--- config.mk ---
export PLATFORM = sky130hd
export DESIGN_NAME = sorted_array_list_engine_core
export DESIGN_NICKNAME = d
export VERILOG_FILES = /design/src/rtl/sale_pkg.sv /design/src/rtl/sale_datapath.sv /design/src/rtl/sale_ctrl.sv /design/src/rtl/sorted_array_list_engine_core.sv
export SDC_FILE = /design/constraint.sdc
export NUM_CORES = 2
export LEC_CHECK = 0
export ABC_AREA = 1
export ABC_CLOCK_PERIOD_IN_PS = 6100
export BUFFER_PORTS_ARGS = -buffer_cell sky130_fd_sc_hd__buf_4
export CAP_MARGIN = 20
export CORE_MARGIN = 8
export CORE_UTILIZATION = 52
export DETAILED_ROUTE_END_ITERATION = 7
export PLACE_DENSITY = 0.72
export SYNTH_ARGS = -nofsm -noshare
export SYNTH_HDL_FRONTEND = slang
export SYNTH_HIERARCHICAL = 1
export SYNTH_SLANG_ARGS = --single-unit
--- constraint.sdc ---
create_clock -name clk -period 6.1 [get_ports clk]
set_input_delay 0.305 -clock clk [delete_from_list [all_inputs] [get_ports clk]]
set_output_delay 0.305 -clock clk [all_outputs]
set_load 0.02 [all_outputs]
--- src/rtl/sale_pkg.sv ---
// Shared types and codes for the sorted array list engine.
// Holds the request/result payload structs and the controller-to-datapath
// command and status bundles. No dependencies.
package sale_pkg;

  localparam int LIST_DEPTH_DEF = 64;

  localparam logic [2:0] OP_READ    = 3'd0;
  localparam logic [2:0] OP_INSERT  = 3'd1;
  localparam logic [2:0] OP_ORDERED = 3'd2;
  localparam logic [2:0] OP_DELETE  = 3'd3;
  localparam logic [2:0] OP_CLEAR   = 3'd4;

  localparam logic [1:0] ST_OK        = 2'd0;
  localparam logic [1:0] ST_BAD_INDEX = 2'd1;
  localparam logic [1:0] ST_FULL      = 2'd2;

  typedef struct packed {
    logic        [2:0]  op;
    logic        [6:0]  position;
    logic signed [15:0] new_coefficient;
    logic signed [15:0] new_exponent;
  } sale_in_t;

  typedef struct packed {
    logic        [1:0]  status;
    logic signed [15:0] out_coefficient;
    logic signed [15:0] out_exponent;
    logic        [6:0]  entry_total;
    logic        [31:0] shifts_done;
  } sale_out_t;

  typedef struct packed {
    logic signed [15:0] coefficient;
    logic signed [15:0] exponent;
  } sale_entry_t;

  typedef enum logic [2:0] {
    CUR_HOLD,
    CUR_POS,
    CUR_TOP,
    CUR_ZERO,
    CUR_INC,
    CUR_DEC
  } sale_cur_op_t;

  typedef enum logic [1:0] {
    POS_HOLD,
    POS_CUR,
    POS_FILL
  } sale_pos_op_t;

  typedef enum logic [1:0] {
    WR_NONE,
    WR_UP,
    WR_DN,
    WR_NEW
  } sale_wr_op_t;

  typedef enum logic [1:0] {
    CNT_HOLD,
    CNT_INS,
    CNT_DEL,
    CNT_CLR
  } sale_cnt_op_t;

  typedef struct packed {
    logic         req_load;
    sale_cur_op_t cur_op;
    sale_pos_op_t pos_op;
    logic         rd_en;
    sale_wr_op_t  wr_op;
    logic         cap_en;
    sale_cnt_op_t cnt_op;
    logic         st_set;
    logic [1:0]   st_code;
    logic         out_load;
  } sale_cmd_t;

  typedef struct packed {
    logic [2:0] op;
    logic       pos_lt_fill;
    logic       pos_le_fill;
    logic       full;
    logic       fill_zero;
    logic       ins_at_end;
    logic       cur_at_pos;
    logic       cur_last;
    logic       key_gt;
    logic       out_free;
  } sale_sts_t;

endpackage

--- src/rtl/sale_datapath.sv ---
// Datapath of the sorted array list engine: entry memory, cursor, counters
// and the result register. Driven by sale_ctrl commands; uses sale_pkg.
module sale_datapath #(
  parameter int LIST_DEPTH = sale_pkg::LIST_DEPTH_DEF
) (
  input  logic                clk,
  input  logic                rst_n,
  input  sale_pkg::sale_in_t  in_data,
  input  logic                out_ready,
  output logic                out_valid,
  output sale_pkg::sale_out_t out_data,
  input  sale_pkg::sale_cmd_t cmd,
  output sale_pkg::sale_sts_t sts
);

  localparam int AW   = (LIST_DEPTH > 1) ? $clog2(LIST_DEPTH) : 1;
  localparam int CW   = $clog2(LIST_DEPTH + 1);
  localparam int CMPW = (CW > 7) ? CW : 7;

  sale_pkg::sale_entry_t mem [LIST_DEPTH];
  sale_pkg::sale_entry_t rd_data_r;
  sale_pkg::sale_entry_t res_entry_r;
  sale_pkg::sale_entry_t wr_data;
  sale_pkg::sale_in_t    req_r;
  sale_pkg::sale_out_t   out_data_r;

  logic [AW-1:0] cur_r, cur_nxt;
  logic [AW-1:0] pos_r, pos_nxt;
  logic [AW-1:0] wr_addr;
  logic [CW-1:0] fill_r, fill_nxt;
  logic [CW-1:0] fill_m1;
  logic [CW-1:0] gap;
  logic [31:0]   moves_r, moves_nxt;
  logic [1:0]    status_r;
  logic          out_valid_r;
  logic [CMPW-1:0] fill_ext;
  logic [CMPW-1:0] reqpos_ext;

  assign fill_m1    = fill_r - CW'(1);
  assign gap        = fill_r - CW'(pos_r);
  assign fill_ext   = CMPW'(fill_r);
  assign reqpos_ext = CMPW'(req_r.position);

  assign sts.op          = req_r.op;
  assign sts.pos_lt_fill = reqpos_ext < fill_ext;
  assign sts.pos_le_fill = reqpos_ext <= fill_ext;
  assign sts.full        = fill_r >= CW'(LIST_DEPTH);
  assign sts.fill_zero   = fill_r == '0;
  assign sts.ins_at_end  = CW'(pos_r) == fill_r;
  assign sts.cur_at_pos  = cur_r == pos_r;
  assign sts.cur_last    = (CW'(cur_r) + CW'(1)) == fill_r;
  assign sts.key_gt      = $signed(rd_data_r.exponent) > $signed(req_r.new_exponent);
  assign sts.out_free    = !out_valid_r || out_ready;

  always_comb begin
    case (cmd.cur_op)
      sale_pkg::CUR_POS:  cur_nxt = pos_r;
      sale_pkg::CUR_TOP:  cur_nxt = fill_m1[AW-1:0];
      sale_pkg::CUR_ZERO: cur_nxt = '0;
      sale_pkg::CUR_INC:  cur_nxt = cur_r + AW'(1);
      sale_pkg::CUR_DEC:  cur_nxt = cur_r - AW'(1);
      default:            cur_nxt = cur_r;
    endcase
  end

  always_comb begin
    if (cmd.req_load) begin
      pos_nxt = AW'(in_data.position);
    end else begin
      case (cmd.pos_op)
        sale_pkg::POS_CUR:  pos_nxt = cur_r;
        sale_pkg::POS_FILL: pos_nxt = fill_r[AW-1:0];
        default:            pos_nxt = pos_r;
      endcase
    end
  end

  always_comb begin
    case (cmd.wr_op)
      sale_pkg::WR_UP:  wr_addr = cur_r + AW'(1);
      sale_pkg::WR_DN:  wr_addr = cur_r - AW'(1);
      sale_pkg::WR_NEW: wr_addr = pos_r;
      default:          wr_addr = cur_r;
    endcase
    if (cmd.wr_op == sale_pkg::WR_NEW) begin
      wr_data.coefficient = req_r.new_coefficient;
      wr_data.exponent    = req_r.new_exponent;
    end else begin
      wr_data = rd_data_r;
    end
  end

  always_comb begin
    fill_nxt  = fill_r;
    moves_nxt = moves_r;
    case (cmd.cnt_op)
      sale_pkg::CNT_INS: begin
        fill_nxt  = fill_r + CW'(1);
        moves_nxt = moves_r + 32'(gap);
      end
      sale_pkg::CNT_DEL: begin
        fill_nxt  = fill_m1;
        moves_nxt = moves_r + 32'(gap - CW'(1));
      end
      sale_pkg::CNT_CLR: begin
        fill_nxt  = '0;
        moves_nxt = '0;
      end
      default: begin
        fill_nxt  = fill_r;
        moves_nxt = moves_r;
      end
    endcase
  end

  always_ff @(posedge clk) begin
    if (cmd.wr_op != sale_pkg::WR_NONE) begin
      mem[wr_addr] <= wr_data;
    end
    if (cmd.rd_en) begin
      rd_data_r <= mem[cur_r];
    end
  end

  always_ff @(posedge clk) begin
    cur_r <= cur_nxt;
    pos_r <= pos_nxt;
    if (cmd.req_load) begin
      req_r       <= in_data;
      res_entry_r <= '0;
      status_r    <= sale_pkg::ST_OK;
    end else begin
      if (cmd.cap_en) begin
        res_entry_r <= rd_data_r;
      end
      if (cmd.st_set) begin
        status_r <= cmd.st_code;
      end
    end
    if (cmd.out_load) begin
      out_data_r.status          <= status_r;
      out_data_r.out_coefficient <= res_entry_r.coefficient;
      out_data_r.out_exponent    <= res_entry_r.exponent;
      out_data_r.entry_total     <= fill_ext[6:0];
      out_data_r.shifts_done     <= moves_r;
    end
  end

  always_ff @(posedge clk) begin
    if (!rst_n) begin
      fill_r      <= '0;
      moves_r     <= '0;
      out_valid_r <= 1'b0;
    end else begin
      fill_r  <= fill_nxt;
      moves_r <= moves_nxt;
      if (cmd.out_load) begin
        out_valid_r <= 1'b1;
      end else if (out_ready) begin
        out_valid_r <= 1'b0;
      end
    end
  end

  assign out_valid = out_valid_r;
  assign out_data  = out_data_r;

`ifndef SYNTHESIS
  a_fill_bound: assert property (@(posedge clk) disable iff (!rst_n)
    fill_r <= CW'(LIST_DEPTH))
    else $error("fill count above list depth");

  a_read_live: assert property (@(posedge clk) disable iff (!rst_n)
    cmd.rd_en |-> (CW'(cur_r) < fill_r))
    else $error("read of an entry beyond the fill count");

  a_new_grows: assert property (@(posedge clk) disable iff (!rst_n)
    cmd.wr_op == sale_pkg::WR_NEW |=> fill_r == $past(fill_r) + CW'(1))
    else $error("new entry written without fill count growth");

  a_clear: assert property (@(posedge clk) disable iff (!rst_n)
    cmd.cnt_op == sale_pkg::CNT_CLR |=> (fill_r == '0 && moves_r == '0))
    else $error("clear left counters nonzero");
`endif

endmodule

--- src/rtl/sale_ctrl.sv ---
// Controller state machine of the sorted array list engine.
// Sequences search, shift and result steps; uses sale_pkg command/status types.
module sale_ctrl (
  input  logic                clk,
  input  logic                rst_n,
  input  logic                in_valid,
  output logic                in_ready,
  input  sale_pkg::sale_sts_t sts,
  output sale_pkg::sale_cmd_t cmd
);

  typedef enum logic [13:0] {
    S_IDLE     = 14'b00000000000001,
    S_DECODE   = 14'b00000000000010,
    S_SRCH_RD  = 14'b00000000000100,
    S_SRCH_CMP = 14'b00000000001000,
    S_OPEN     = 14'b00000000010000,
    S_UP_RD    = 14'b00000000100000,
    S_UP_WR    = 14'b00000001000000,
    S_NEW      = 14'b00000010000000,
    S_GET_RD   = 14'b00000100000000,
    S_GET_CAP  = 14'b00001000000000,
    S_DN_RD    = 14'b00010000000000,
    S_DN_WR    = 14'b00100000000000,
    S_DEL_END  = 14'b01000000000000,
    S_FINISH   = 14'b10000000000000
  } state_t;

  state_t state_r, state_nxt;

  assign in_ready = state_r == S_IDLE;

  always_comb begin
    state_nxt   = state_r;
    cmd         = '0;
    cmd.cur_op  = sale_pkg::CUR_HOLD;
    cmd.pos_op  = sale_pkg::POS_HOLD;
    cmd.wr_op   = sale_pkg::WR_NONE;
    cmd.cnt_op  = sale_pkg::CNT_HOLD;
    cmd.st_code = sale_pkg::ST_OK;
    unique case (state_r)
      S_IDLE: begin
        if (in_valid) begin
          cmd.req_load = 1'b1;
          state_nxt    = S_DECODE;
        end
      end
      S_DECODE: begin
        unique case (sts.op) inside
          sale_pkg::OP_READ, sale_pkg::OP_DELETE: begin
            if (!sts.pos_lt_fill) begin
              cmd.st_set  = 1'b1;
              cmd.st_code = sale_pkg::ST_BAD_INDEX;
              state_nxt   = S_FINISH;
            end else begin
              cmd.cur_op = sale_pkg::CUR_POS;
              state_nxt  = S_GET_RD;
            end
          end
          sale_pkg::OP_INSERT: begin
            if (!sts.pos_le_fill) begin
              cmd.st_set  = 1'b1;
              cmd.st_code = sale_pkg::ST_BAD_INDEX;
              state_nxt   = S_FINISH;
            end else if (sts.full) begin
              cmd.st_set  = 1'b1;
              cmd.st_code = sale_pkg::ST_FULL;
              state_nxt   = S_FINISH;
            end else begin
              state_nxt = S_OPEN;
            end
          end
          sale_pkg::OP_ORDERED: begin
            if (sts.full) begin
              cmd.st_set  = 1'b1;
              cmd.st_code = sale_pkg::ST_FULL;
              state_nxt   = S_FINISH;
            end else if (sts.fill_zero) begin
              cmd.pos_op = sale_pkg::POS_FILL;
              state_nxt  = S_OPEN;
            end else begin
              cmd.cur_op = sale_pkg::CUR_ZERO;
              state_nxt  = S_SRCH_RD;
            end
          end
          sale_pkg::OP_CLEAR: begin
            cmd.cnt_op = sale_pkg::CNT_CLR;
            state_nxt  = S_FINISH;
          end
          default: begin
            state_nxt = S_FINISH;
          end
        endcase
      end
      S_SRCH_RD: begin
        cmd.rd_en = 1'b1;
        state_nxt = S_SRCH_CMP;
      end
      S_SRCH_CMP: begin
        if (sts.key_gt) begin
          cmd.pos_op = sale_pkg::POS_CUR;
          state_nxt  = S_OPEN;
        end else if (sts.cur_last) begin
          cmd.pos_op = sale_pkg::POS_FILL;
          state_nxt  = S_OPEN;
        end else begin
          cmd.cur_op = sale_pkg::CUR_INC;
          state_nxt  = S_SRCH_RD;
        end
      end
      S_OPEN: begin
        if (sts.ins_at_end) begin
          state_nxt = S_NEW;
        end else begin
          cmd.cur_op = sale_pkg::CUR_TOP;
          state_nxt  = S_UP_RD;
        end
      end
      S_UP_RD: begin
        cmd.rd_en = 1'b1;
        state_nxt = S_UP_WR;
      end
      S_UP_WR: begin
        cmd.wr_op = sale_pkg::WR_UP;
        if (sts.cur_at_pos) begin
          state_nxt = S_NEW;
        end else begin
          cmd.cur_op = sale_pkg::CUR_DEC;
          state_nxt  = S_UP_RD;
        end
      end
      S_NEW: begin
        cmd.wr_op  = sale_pkg::WR_NEW;
        cmd.cnt_op = sale_pkg::CNT_INS;
        state_nxt  = S_FINISH;
      end
      S_GET_RD: begin
        cmd.rd_en = 1'b1;
        state_nxt = S_GET_CAP;
      end
      S_GET_CAP: begin
        cmd.cap_en = 1'b1;
        if (sts.op == sale_pkg::OP_READ) begin
          state_nxt = S_FINISH;
        end else if (sts.cur_last) begin
          state_nxt = S_DEL_END;
        end else begin
          cmd.cur_op = sale_pkg::CUR_INC;
          state_nxt  = S_DN_RD;
        end
      end
      S_DN_RD: begin
        cmd.rd_en = 1'b1;
        state_nxt = S_DN_WR;
      end
      S_DN_WR: begin
        cmd.wr_op = sale_pkg::WR_DN;
        if (sts.cur_last) begin
          state_nxt = S_DEL_END;
        end else begin
          cmd.cur_op = sale_pkg::CUR_INC;
          state_nxt  = S_DN_RD;
        end
      end
      S_DEL_END: begin
        cmd.cnt_op = sale_pkg::CNT_DEL;
        state_nxt  = S_FINISH;
      end
      S_FINISH: begin
        if (sts.out_free) begin
          cmd.out_load = 1'b1;
          state_nxt    = S_IDLE;
        end
      end
      default: begin
        state_nxt = S_IDLE;
      end
    endcase
  end

  always_ff @(posedge clk) begin
    if (!rst_n) begin
      state_r <= S_IDLE;
    end else begin
      state_r <= state_nxt;
    end
  end

`ifndef SYNTHESIS
  a_load_to_idle: assert property (@(posedge clk) disable iff (!rst_n)
    cmd.out_load |=> state_r == S_IDLE)
    else $error("result load did not return to idle");

  a_write_in_move: assert property (@(posedge clk) disable iff (!rst_n)
    (cmd.wr_op == sale_pkg::WR_UP || cmd.wr_op == sale_pkg::WR_DN)
      |-> $past(cmd.rd_en))
    else $error("entry move without a preceding read");

  a_accept_decode: assert property (@(posedge clk) disable iff (!rst_n)
    cmd.req_load |=> state_r == S_DECODE)
    else $error("accepted request not decoded");
`endif

endmodule

--- src/rtl/sorted_array_list_engine_core.sv ---
// Top level of the sorted array list engine.
// Joins sale_ctrl and sale_datapath; uses sale_pkg payload types.
//
// Usage:
//   in_valid/in_ready/in_data carry one request: read, insert at index,
//   ordered insert by exponent, delete, or clear. out_valid/out_ready/out_data
//   return exactly one result per request: status, entry read or removed,
//   entry count and running move count.
//   Entries live in a single-port-write, registered-read memory; each entry
//   move takes one read and one write.
//   One request is in work at a time; the next is taken in the cycle after
//   the result is loaded.
//   A loaded result waiting on out_ready does not block the next request;
//   only the following result load waits for the output register to drain.
//   Reset clears the entry count, move count and output valid; memory
//   contents need no clearing since only entries below the count are read.
module sorted_array_list_engine_core #(
  parameter int LIST_DEPTH = sale_pkg::LIST_DEPTH_DEF
) (
  input  logic                clk,
  input  logic                rst_n,
  input  logic                in_valid,
  output logic                in_ready,
  input  sale_pkg::sale_in_t  in_data,
  output logic                out_valid,
  input  logic                out_ready,
  output sale_pkg::sale_out_t out_data
);

  sale_pkg::sale_cmd_t cmd;
  sale_pkg::sale_sts_t sts;

  sale_ctrl u_ctrl (
    .clk      (clk),
    .rst_n    (rst_n),
    .in_valid (in_valid),
    .in_ready (in_ready),
    .sts      (sts),
    .cmd      (cmd)
  );

  sale_datapath #(
    .LIST_DEPTH (LIST_DEPTH)
  ) u_datapath (
    .clk       (clk),
    .rst_n     (rst_n),
    .in_data   (in_data),
    .out_ready (out_ready),
    .out_valid (out_valid),
    .out_data  (out_data),
    .cmd       (cmd),
    .sts       (sts)
  );

endmodule

; Yosys cells after proc, flatten, opt, wreduce, memory -nomap -nowiden
; Memories as Yosys holds them, arrays and structs flattened. A register that Yosys moved wholly into a read port is not among the register bits.
; Cells that the tools add are included.
[word_totals]
regBits = 215
mem_bits_ro = 0
latchBits = 0
in_bits = 46
memories = 1
elab_cells = 136
ram_bits = 2048
[classes]
n_mux = 55
multipliers = 0
n_lt_le_gt_ge = 4
add_sub_neg = 9
shifts = 0
div_mod_pow = 0
bitwise_logic = 0
eq_ne = 36
reduce_logical = 13
[mem_list]
columns = name, words, word_bits, rd, rd_ports_with_merged_regs, wr, line_no
row1 = u_datapath.mem, 64, 32, 1, 1, 1, sale_datapath.sv:20  ; sale_pkg::sale_entry_t mem [LIST_DEPTH];
[op_table]
columns = op, n
row1 = case mux 14 bit (13 select lines), 1
row2 = 2-to-1 mux 14 bit, 7
row3 = case mux 32 bit (3 select lines), 1
row4 = case mux 14 bit (3 select lines), 1
row5 = adder 32 bit, 1
row6 = adder 32 x 7 -> 32 bit, 1
row7 = 2-to-1 mux 32 bit, 1
row8 = case mux 6 bit (5 select lines), 1
row9 = 2-to-1 mux 3 bit, 8
row10 = case mux 7 bit (3 select lines), 1
row11 = 2-to-1 mux 5 bit, 4
row12 = case mux 3 bit (6 select lines), 1
row13 = case mux 6 bit (3 select lines), 1
row14 = greater-than comparator 16 bit, 1
row15 = 2-to-1 mux 8 bit, 2
row16 = "equality test 14 x 1 -> 1 bit, second input constant", 1
row17 = "equality test 14 x 10 -> 1 bit, second input constant", 1
row18 = "equality test 14 x 11 -> 1 bit, second input constant", 1
row19 = "equality test 14 x 12 -> 1 bit, second input constant", 1
row20 = "equality test 14 x 13 -> 1 bit, second input constant", 1
row21 = "equality test 14 bit, second input constant", 1
row22 = "equality test 14 x 2 -> 1 bit, second input constant", 1
row23 = "equality test 14 x 3 -> 1 bit, second input constant", 1
row24 = "equality test 14 x 4 -> 1 bit, second input constant", 1
row25 = other kinds (43), 76

; Logic depth before layout (Yosys ltp)
[depth]
ltp_word = 8
depth_mapped = 30
depth_no_buf = 30

; Modules after synthesis
; Netlist, hierarchy kept.
[modules_own_cells]
columns = module, area_per_inst_um2, cells_per_inst, n_inst
row1 = sale_datapath, 91866.9, 7453, 1
row2 = sale_ctrl, 1038.5, 178, 1

; Worst setup path after synthesis
; Ideal clock, no wire load.
[synth_timing]
path_kind = reg2reg
startpoint = register u_ctrl.state_r[4]
endpoint = memory u_datapath/mem[0][1] in the netlist's numbering, data pin
setup_slack_ps = 1320
synth_period_minus_slack_ps = 4780
arrival_time_ps = 4078
setup_ps = 702
path_stages_with_launch = 10
required_ps = 5398
path_cell_list = dfxtp_1 > nor2_2 > nand2_2 > nor2_4 > nand2_1 > nand2_1 > nand2_1 > clkbuf_1 > clkbuf_1 > o21ai_0
[synth_lines]
columns = item, line_no
row1 = from (decl), sale_ctrl.sv:29  ; state_t state_r, state_nxt;
row2 = from (signal assigned), sale_ctrl.sv:185  ; state_r <= state_nxt;
row3 = to (decl), sale_datapath.sv:20

==> metrics.md <==
| Metric | Value |
|---|---|
| Status | `completed` |
| Vias | `63.8k` |
| I/O pins | `121` |
| Die ar. | `192000 µm²` |
| Most used cell, CP | `nand2_1` |
| Clock sinks | `2295` |
| DRT Wirelength | `267000 µm` |
| First-pass GRT wire length | `393000 µm` |
| Peak supply drop | `0.000240 V` |
| Hold Violations, Final | `0` |
| Syn_nets | `7745` |
| Slew Viols, Final | `0` |
| Initial antenna violation count | `11` |
| Clock Tree Buf Depth | `3` |
| Layout cells sized above 1 | `9.44%` |
| Path type of the worst setup path | `flip-flop to flip-flop` |
| Sequential share of the synthesized area | `73.2%` |
| Setup bufs post-CTS | `0` |
| Yosys warning count | `6` |
| Hold/Removal Path Class | `input pin to flip-flop` |
| Antenna-violating nets left | `0` |
| Initial core utilization | `52.2%` |
| Pwr dens | `297 nW/µm²` |
| I/O Buffers | `120` |
| CP Cell Sequence | `nor2_2 -> inv_2 -> nor2_4 -> nand2_1 -> nand2_1 -> nand2_2 -> inv_1 -> buf_4 -> o21ai_0 -> nor2_1 -> nand2_1 -> nor2_4 -> buf_4` |
| Startpoint types | `flip-flop` |
| CP Capture Type | `flip-flop` |
| Crit path max-delay family | `simple AND/OR/NAND/NOR gates` |
| Max Cap Violations | `0` |
| Crit path time final | `5040 ps` |
| Setup violations, final | `0` |
| CP max stage delay | `1030 ps` |
| DP HPWL | `151000 µm` |
| Crit-path max FO | `24` |
| Avg Inst Size Synth | `12.2 µm²` |
| Chip Width | `439 µm` |
| Inst Count DP | `9776` |
| Initial DRC count | `9943` |
| Least-Margin Pin Slew | `1200 ps` |
| Leakage power | `34.8 nW` |
| Via/cell ratio | `6.24` |
| Total Nets Final | `7806` |
| Layout area overhead | `12.6%` |
| Number of global-route vias before repair | `61.2k` |
| Congestion Overflow GR | `0` |
| Non-filler cells, final | `10.2k` |
| Post-synth EDFFs | `2207` |
| Clock transition at path regs | `70 ps` |
| RSZ-0062 raised after global routing | `no` |
| Drt first pass iters | `6` |
| Achievable frequency | `198 MHz` |
| Slew HR | `19.8%` |
| Commonest non-fill, non-tap cells in the layout | `edfxtp_1 (2207), nor2_1 (1201), o21ai_0 (1125)` |
| Buf/Inv on CP | `4` |
| Crit path arrival time | `5590 ps` |
| FP Rows | `155` |
| Gp weighted congestion | `0.900` |
| GRT Overall Usage | `26.8%` |
| Post-synthesis cell type count | `55` |
| Mapped Area | `92900 µm²` |
| Final Cycle Share | `82.6%` |
| Yosys reg bits | `2295` |
| Clock latency on the worst-skew pair | `870 ps` |
| Commonest non-fill, non-tap cell in the layout | `edfxtp_1` |
| Cells after Synth | `7631` |
| Largest net degree at the start of global routing | `215` |
| Setup Skew | `38.3 ps` |
| Clock root buffer | `clkbuf_16` |
| H-tree levels | `4` |
| Worst EP required | `6650 ps` |
| Drt wl/cell | `26.1 µm` |
| Commonest register cell after synthesis | `edfxtp_1` |
| CTS Buf Count | `219` |
| Slowest cell on crit path | `nor2_4` |
| Core ar. | `178000 µm²` |
| Remaining DRCs | `0` |
| Fraction of registers with async set/reset | `0%` |
| Die boundary height | `439 µm` |
| Number of gates resized after cts | `0` |
| TritonCTS clock tree | `yes` |
| Setup tns final | `0 ps` |
==> registers in the layout (all words and copies together) (netlist names), 14 cells and up <==
| signal | cells |
|---|---|
| u_datapath/mem | 2048 |
| u_datapath/rd_data_r | 32 |
| u_datapath/out_data | 73 |
| u_ctrl/state_r | 14 |
| u_datapath/moves_r | 32 |
| u_datapath/req_r | 32 |
| u_datapath/res_entry_r | 32 |
==> metrics by stage <==
| stage | utilization (%) | hold WS [ps] | area (µm²) | setup WS (ps) | power (mW) |
|---|---|---|---|---|---|
| finish | 58.8 | 169 | 105000 | 1060 | 31.0 |
| global route | 58.8 | 139 | 105000 | 588 | 31.7 |
| CTS | 58.7 | 112 | 105000 | 1170 | 31.1 |
| detailed placement | 54.5 | 410 | 96900 | 1210 | 17.8 |
| global placement | 54.4 | 408 | 96900 | 1220 | 17.8 |
| floorplan | - | 374 | 92900 | 1320 | 17.6 |
==> final cells by class <==
cell class	instances	area, µm²
inverters	168	669
clock inverters	133	1440
flip-flops and latches	2295	68000
repair buffers	323	2790
well taps	2355	2950
clock buffers	264	5690
fillers	13800	73400
multi-input cells	4685	23000
diodes	2	5.00
==> worst paths after layout <==
| kind | depth (start not counted) | slack (ps) | endpoint | from |
|---|---|---|---|---|
| max | 13 | 1060 | u_datapath/mem[34][18]$_DFFE_PP_ | u_ctrl/state_r[13]$_SDFFE_PN0P_ |
| min | 2 | 170 | u_datapath/req_r[17]$_DFFE_PP_ | in_data[17] |
| max reg2reg | 13 | 1060 | u_datapath/mem[34][18]$_DFFE_PP_ | u_ctrl/state_r[13]$_SDFFE_PN0P_ |
| min reg2reg | 0 | 430 | u_datapath/out_data[46]$_DFFE_PP_ | u_datapath/res_entry_r[7]$_SDFFE_PP0P_ |
==> power breakdown <==
part,internal (mW),switching [mW],total [mW],leakage [nW]
Combinational,0.136,0.268,0.404,10.9
Sequential,17.1,0.0301,17.1,20.5
Clock,7.67,5.88,13.5,3.48
Total,24.9,6.17,31.0,34.8
==> layer usage <==
layer	track usage, %	vias up	part of all wire (%)	routed length, µm
met5	0	-	0.0049	13
met4	12.4	2	5.1	13500
met3	6.48	572	12	31900
met2	41.3	3978	45	120000
met1	36.3	31300	38	101000
li1	-	28000	-	-
==> Yosys cell counts (3+ instances only) <==
cell type     n  share of area (%)
nand4_2       4              0.054
edfxtp_1   2207                 71
inv_2         9              0.036
clkinv_1      3              0.012
a221oi_1      4              0.038
nor3_1       20               0.11
nand3b_1      8              0.065
o22ai_1     514                3.5
or2_2        14              0.094
nor2_2        9              0.061
o21bai_1      6              0.048
o21ai_0    1141                6.1
o21a_1        3              0.024
nand2_1     898                3.6
a21o_1        4              0.032
inv_1       155               0.63
clkbuf_1    394                1.6
buf_4        12              0.097
nand4_1      22               0.15
nand3_1     206                1.1
xor2_1       11               0.10
nand3_2       5              0.054
nor2_1     1268                5.1
ha_1         66               0.89
o21ai_1      67               0.36
a21oi_1     364                2.0
dfxtp_1      88                1.9
nor4_1        6              0.040
o211ai_1      3              0.024
a31oi_1       4              0.027
xnor2_1      10              0.094
nand2_2       5              0.034
buf_1        25               0.10
buf_2        50               0.27
==> timing repair <==
action | 4_1_cts | 5_1_grt
hold endpoints to repair | 66 | 0
hold buffers | 46 | 0
setup endpoints to repair | 0 | 0
==> logic make-up after synthesis <==
group,Yosys count,share of synthesized area [%]
simple gates,2472,10.6
compound gates,2124,12.3
fa+ha+maj,68,0.932
flops,2295,73.2
xor+xnor,21,0.198
buf+inv,651,2.76
No activity file was read; power rests on OpenSTA's default activity.
